--- config.mk ---
export PLATFORM = sky130hd
export DESIGN_NAME = estop_degradation_supervisor_core
export DESIGN_NICKNAME = d
export VERILOG_FILES = /design/src/design/estdeg_pkg.sv /design/src/design/estop_degradation_supervisor_core.sv
export SDC_FILE = /design/constraint.sdc
export NUM_CORES = 1
export LEC_CHECK = 0
export ABC_AREA = 1
export BUFFER_PORTS_ARGS = -buffer_cell sky130_fd_sc_hd__buf_4
export CAP_MARGIN = 10
export CORE_MARGIN = 4
export CORE_UTILIZATION = 25
export CTS_CLUSTER_SIZE = 28
export DETAILED_ROUTE_END_ITERATION = 8
export SYNTH_ARGS = -nofsm -noshare
export SYNTH_HDL_FRONTEND = slang
export SYNTH_SLANG_ARGS = --single-unit
--- constraint.sdc ---
create_clock -name clk -period 4.5 [get_ports clk]
set_clock_uncertainty 0.2 [all_clocks]
set_input_delay 0.675 -clock clk [delete_from_list [all_inputs] [get_ports clk]]
set_output_delay 0.675 -clock clk [all_outputs]
set_load 0.01 [all_outputs]
--- src/design/estdeg_pkg.sv ---
// ----------------------------------------------------------------------------
// estdeg_pkg
// Types and codes shared by the emergency-stop and degradation supervisor.
// ----------------------------------------------------------------------------
package estdeg_pkg;

  // Request kinds
  localparam logic [1:0] REQ_ALERT   = 2'd0;
  localparam logic [1:0] REQ_STOP    = 2'd1;
  localparam logic [1:0] REQ_RELEASE = 2'd2;

  // Alert severities that have an effect
  localparam logic [2:0] LVL_WARN  = 3'd2;
  localparam logic [2:0] LVL_ERROR = 3'd3;
  localparam logic [2:0] LVL_FATAL = 3'd4;

  // Degradation modes
  localparam logic [2:0] DM_FULL      = 3'd0;
  localparam logic [2:0] DM_REDUCED   = 3'd1;
  localparam logic [2:0] DM_SENSORS   = 3'd2;
  localparam logic [2:0] DM_HALT      = 3'd3;
  localparam logic [2:0] DM_EMERGENCY = 3'd4;

  // Stop sources
  localparam logic [2:0] SRC_SOFTWARE = 3'd0;
  localparam logic [2:0] SRC_REMOTE   = 3'd2;

  // Q1.15 speed constants
  localparam logic [15:0] Q15_ONE  = 16'h8000;
  localparam logic [15:0] Q15_HALF = 16'h4000;
  localparam logic [15:0] Q15_ZERO = 16'h0000;

  // Width of the counter totals on the result
  localparam int TOTAL_W = 16;

  typedef struct packed {
    logic [1:0] mode;
    logic [2:0] alert_level;
    logic       source_is_sensor;
    logic [2:0] stop_source;
    logic       hw_release_ok;
  } estdeg_in_t;

  typedef struct packed {
    logic                request_ok;
    logic                stop_latched;
    logic [2:0]          latched_source;
    logic [2:0]          degrade_mode;
    logic [15:0]         speed_limit;
    logic                safe_flag;
    logic                hw_stop_pulse;
    logic                stop_motion_pulse;
    logic [TOTAL_W-1:0]  stop_total;
    logic [TOTAL_W-1:0]  alert_total;
  } estdeg_out_t;

endpackage

--- src/design/estop_degradation_supervisor_core.sv ---
// ----------------------------------------------------------------------------
// estop_degradation_supervisor_core
// Emergency-stop latch and degradation-mode supervisor, one request per item.
// ----------------------------------------------------------------------------
// Each input item is one request: raise an alert, request an emergency stop or
// request a release. The supervisor state (stop latch, latched source,
// degradation mode and the two saturating counters) is updated at the edge the
// item is accepted, and the result item carrying the new status and the Q1.15
// speed limit appears in the result register on the following cycle. The block
// takes one item per cycle; the single result register sets this figure, so a
// new item is accepted whenever that register is empty or being emptied in the
// same cycle. The speed fraction for the sensor-degraded mode is written
// through the cfg_ port (always ready) and must only be changed while no item
// is in flight. COUNT_WIDTH sets the width of the internal counters; the totals
// on the result carry their low 16 bits.
module estop_degradation_supervisor_core
  import estdeg_pkg::*;
#(
  parameter int COUNT_WIDTH = 16
) (
  input  logic        clk,
  input  logic        rst_n,
  // request channel
  input  logic        in_valid,
  output logic        in_ready,
  input  estdeg_in_t  in_item,
  // result channel
  output logic        out_valid,
  input  logic        out_ready,
  output estdeg_out_t out_item,
  // configuration: sensor-degraded speed fraction
  input  logic        cfg_valid,
  output logic        cfg_ready,
  input  logic [15:0] cfg_data
);

  localparam logic [COUNT_WIDTH-1:0] CNT_CAP = {COUNT_WIDTH{1'b1}};

  function automatic logic [COUNT_WIDTH-1:0] sat_inc(input logic [COUNT_WIDTH-1:0] c);
    sat_inc = (c == CNT_CAP) ? c : c + 1'b1;
  endfunction

  // supervisor state
  logic                   latch_r,  latch_nxt;
  logic [2:0]             src_r,    src_nxt;
  logic [2:0]             dm_r,     dm_nxt;
  logic [COUNT_WIDTH-1:0] stop_r,   stop_nxt;
  logic [COUNT_WIDTH-1:0] alert_r,  alert_nxt;
  logic [15:0]            frac_r;

  // result register
  logic        out_valid_r;
  estdeg_out_t out_r, out_nxt;

  logic                   accept;
  logic [COUNT_WIDTH-1:0] alert_one;
  logic                   ok;
  logic                   hw_pulse;
  logic                   motion_pulse;
  logic [15:0]            speed;
  logic [TOTAL_W-1:0]     stop_tot;
  logic [TOTAL_W-1:0]     alert_tot;

  // result register empties or drains this cycle -> room for the next item
  assign in_ready  = !out_valid_r || out_ready;
  assign accept    = in_valid && in_ready;
  assign cfg_ready = 1'b1;
  assign out_valid = out_valid_r;
  assign out_item  = out_r;

  assign alert_one = sat_inc(alert_r);

  // request decode and state update
  always_comb begin
    latch_nxt    = latch_r;
    src_nxt      = src_r;
    dm_nxt       = dm_r;
    stop_nxt     = stop_r;
    alert_nxt    = alert_r;
    ok           = 1'b1;
    hw_pulse     = 1'b0;
    motion_pulse = 1'b0;
    unique case (in_item.mode)
      REQ_ALERT: begin
        alert_nxt = alert_one;
        if (in_item.alert_level == LVL_FATAL) begin
          dm_nxt = DM_EMERGENCY;
          if (!latch_r) begin
            // new latch also reports its own stop alert
            latch_nxt = 1'b1;
            src_nxt   = SRC_SOFTWARE;
            stop_nxt  = sat_inc(stop_r);
            alert_nxt = sat_inc(alert_one);
            hw_pulse  = 1'b1;
          end
        end else if (in_item.alert_level == LVL_ERROR) begin
          dm_nxt       = in_item.source_is_sensor ? DM_SENSORS : DM_HALT;
          motion_pulse = 1'b1;
        end else if (in_item.alert_level == LVL_WARN) begin
          if (dm_r == DM_FULL) begin
            dm_nxt = DM_REDUCED;
          end
        end
      end
      REQ_STOP: begin
        if (!latch_r) begin
          latch_nxt = 1'b1;
          src_nxt   = in_item.stop_source;
          stop_nxt  = sat_inc(stop_r);
          alert_nxt = alert_one;
          dm_nxt    = DM_EMERGENCY;
          hw_pulse  = 1'b1;
        end
      end
      REQ_RELEASE: begin
        if (latch_r) begin
          if (src_r == SRC_REMOTE || !in_item.hw_release_ok) begin
            ok = 1'b0;
          end else begin
            latch_nxt = 1'b0;
            src_nxt   = SRC_SOFTWARE;
            dm_nxt    = DM_FULL;
          end
        end
      end
      default: begin
        // unused request code: no effect
      end
    endcase
  end

  // speed limit by mode; configured fraction clamped to 1.0
  always_comb begin
    unique case (dm_nxt)
      DM_FULL:    speed = Q15_ONE;
      DM_REDUCED: speed = Q15_HALF;
      DM_SENSORS: speed = (frac_r > Q15_ONE) ? Q15_ONE : frac_r;
      default:    speed = Q15_ZERO;
    endcase
  end

  // totals carry the low bits of the counters
  generate
    if (COUNT_WIDTH >= TOTAL_W) begin : g_tot_trunc
      assign stop_tot  = stop_nxt[TOTAL_W-1:0];
      assign alert_tot = alert_nxt[TOTAL_W-1:0];
    end else begin : g_tot_ext
      assign stop_tot  = {{(TOTAL_W-COUNT_WIDTH){1'b0}}, stop_nxt};
      assign alert_tot = {{(TOTAL_W-COUNT_WIDTH){1'b0}}, alert_nxt};
    end
  endgenerate

  always_comb begin
    out_nxt.request_ok        = ok;
    out_nxt.stop_latched      = latch_nxt;
    out_nxt.latched_source    = latch_nxt ? src_nxt : SRC_SOFTWARE;
    out_nxt.degrade_mode      = dm_nxt;
    out_nxt.speed_limit       = speed;
    out_nxt.safe_flag         = !latch_nxt && (dm_nxt < DM_HALT);
    out_nxt.hw_stop_pulse     = hw_pulse;
    out_nxt.stop_motion_pulse = motion_pulse;
    out_nxt.stop_total        = stop_tot;
    out_nxt.alert_total       = alert_tot;
  end

  // control state
  always_ff @(posedge clk) begin
    if (!rst_n) begin
      latch_r     <= 1'b0;
      src_r       <= SRC_SOFTWARE;
      dm_r        <= DM_FULL;
      stop_r      <= '0;
      alert_r     <= '0;
      frac_r      <= Q15_ONE;
      out_valid_r <= 1'b0;
    end else begin
      if (cfg_valid) begin
        frac_r <= cfg_data;
      end
      if (accept) begin
        latch_r     <= latch_nxt;
        src_r       <= src_nxt;
        dm_r        <= dm_nxt;
        stop_r      <= stop_nxt;
        alert_r     <= alert_nxt;
        out_valid_r <= 1'b1;
      end else if (out_ready) begin
        out_valid_r <= 1'b0;
      end
    end
  end

  // result payload
  always_ff @(posedge clk) begin
    if (accept) begin
      out_r <= out_nxt;
    end
  end

endmodule

==> flow_summary.yaml <==
outcome:
  status: "finished clean"
clocking:
  numCtsBuffers: 17
  root_buffer: "clkbuf_16"
  clkLatencyLatePin_ns: 0.42
  cts_buffer_depth: 2
  cts_tree: "yes"
  cts_setup_buffers: 0
  cts.reportedPaths.clkPinSlew_ns: 0.06
  clock_sinks: 115
  cts_hold_buf: 0
  h-tree-depth: 4
  ctsResizeCount: 0
synthesis:
  netlist.top_cell.by_area: "edfxtp_1"
  synth_top_cells_by_area: "edfxtp_1 (29%), dfxtp_1 (18%), nand2_1 (8.0%)"
  synth_top_flop_cell: "edfxtp_1"
  synth_fp_nets: 800
  yosysSeqAreaShare_pct: 47.60
  synth_area_per_cell_um2: 7.934
  ys_warn_count: 0
  syn-instance-count: 766
  async_flop_share_pct: 0
  synthesis.area_um2: 6077
  synth.distinct_cells: 48
  synth_top_area_share_pct: 29.15
  synth-edff-count: 59
  synth-seq-cells: 115
sta:
  setup_violations: 0
  fin_crit_ns: 3.436
  fin_crit_sh_pct: 76.35
  hold_ws_ns: 0.2689
  timing.slew.headroom_pct: 33.74
  rsz0062_at_grt: "false"
  finalHoldViolations: 0
  setup_ws_ns: 1.064
  slew_viol_final: 0
  fmax_ghz: 0.2911
  fin_tns_setup_ns: 0
  tightest_slew_ns: 0.9928
setup_path:
  start_kind: "flip-flop"
  critPathMaxFanout: 8
  path_cells: "ha_1 > nand2_1 > nor2_2 > nand2_4 > nor2_8 > nand2_1 > o21ai_0 > inv_1 > ha_1 > nand2_1 > nor2_4 > nand3_4 > nand2_4 > inv_2 > nand2_1 > o21bai_1 > nand2_1 > o21bai_1 > inv_1"
  cp_slowest_cell: "dfxtp_1"
  slowest_delay_ns: 0.48
  crit_top_cell: "nand2_1"
  critPathCaptureType: "flip-flop"
  critPathRequiredTime_ns: 4.61
  critPathKind: "reg -> reg"
  arrival_ns: 3.55
detailed_routing:
  drc_errors: 0
  drt_iter0_markers: 436
  routed_via_density: 4.518
  drtAntennaViolNets: 0
  dr.pass1.iters: 6
  vias: 5376
  routed_wl_um: 16960
  wl_per_cell_um: 14.25
final_layout:
  final_cell_mix: "nand2_1 (130), inv_1 (105), nor2_1 (100)"
  fillerInstances: 2564
  n_antenna_cell: 0
  syn_to_final_growth_pct: 26.29
  drive_above_1_share_pct: 19.75
  mostFrequentLayoutCell: "nand2_1"
  layout.nets: 892
  utilization_pct: 32.41
power:
  p_leak_uw: 0.003379
  power_density_nw_per_um2: 381.1
  peakVddDrop_mv: 0.2309
global_route:
  grt_overflow_total: 0
  grt_max_degree: 60
  grt_pass1_vias: 5181
  groute.usage.overall_pct: 12.76
  grt_pass1_wl_um: 26990
  antenna_found_initial: 0
min_path:
  hp-class: "in -> reg"
floorplan:
  io_pins: 93
  die_area_um2: 26870
  die_height_um: 163.9
  coreArea_um2: 23680
  die_w_um: 163.9
  start_util_pct: 25.66
  rows: 56
place:
  dp_slack_ns: 1.074
  dp_hpwl_um: 12360
  io_buffer_count: 91
  routabilityCongestion: 0.9257
flow_run:
  drv_cap: 0
[critical path: cells and delay by family, from the launching register on]
family | cells | cell delay [ns]
AOI/OAI and AO/OA | 3 | 0.48
buffers and inverters | 3 | 0.40
adders and majority gates | 2 | 0.59
and+or+nand+nor | 11 | 1.18
DFF | 1 | 0.48
[report_power, final]
part	leakage (µW)	internal, µW	total (µW)	switching (µW)
Combinational	0.00206	154	399	245
Sequential	0.00105	1190	1250	57.7
Clock	0.000267	732	1280	544
Total	0.00338	2080	2920	846
[worst paths after layout]
kind / startpoint / to / slack (ns) / cells after the start
hold / removal: cfg_data[11] / frac_r[11] / 0.27 / 3
setup / recovery: alert_r[0] / alert_r[14] / 1.06 / 19
hold reg to reg: frac_r[14] / frac_r[14] / 0.32 / 2
setup reg to reg: alert_r[0] / alert_r[14] / 1.06 / 19
[metal layers]
metal	track usage (%)	part of all wire, %
met5	0	0
met2	21.23	49
met3	4.291	6.9
met4	3.660	1.1
met1	15.78	43
[flip-flops by register name (all words and copies together), names as in the netlist]
register and flops:
src_r 3, out_valid 1, stop_r 16, out_item 59
latch_r 1, frac_r 16, dm_r 3, alert_r 16
[cells by family after synthesis]
| logic type | after synthesis | synth area share (%) |
|---|---|---|
| buffers and inverters | 140 | 8.936 |
| AO/OA/AOI/OAI | 139 | 13.18 |
| AND/OR/NAND/NOR | 351 | 27.03 |
| flip-flops | 115 | 47.60 |
| other | 1 | 0.06171 |
| adder cells (fa/ha/maj) | 3 | 0.6177 |
| XOR/XNOR | 17 | 2.574 |
[stage by stage]
step                instance area (µm²)  power, µW  cells
floorplan                          6077       1502    766
global route                       7675       3064   1190
CTS                                7675       2963   1190
finish                             7675       2925   1190
global placement                   7113       1672   1158
detailed placement                 7113       1675   1158
[synth_stat cells, types with 13 or more instances]
cell / count
xor2_1: 15
a21oi_1: 35
nor2_1: 100
a22oi_1: 13
nor3b_1: 14
o21ai_0: 54
inv_1: 106
nand2_1: 130
clkbuf_1: 17
dfxtp_1: 56
nand3_1: 52
edfxtp_1: 59
[final cells by class]
| type | count | area [µm²] | share of cell area [%] |
|---|---|---|---|
| flip-flops and latches | 115 | 2893 | 37.69 |
| multi-input cells | 511 | 2641 | 34.41 |
| repair buffers | 97 | 740.7 | 9.651 |
| clock buffers | 18 | 439.2 | 5.722 |
| inverters | 116 | 439.2 | 5.722 |
| well taps | 319 | 399.1 | 5.201 |
| clock inverters | 14 | 122.6 | 1.598 |
Note: power is estimated with default switching activity, not from simulation.
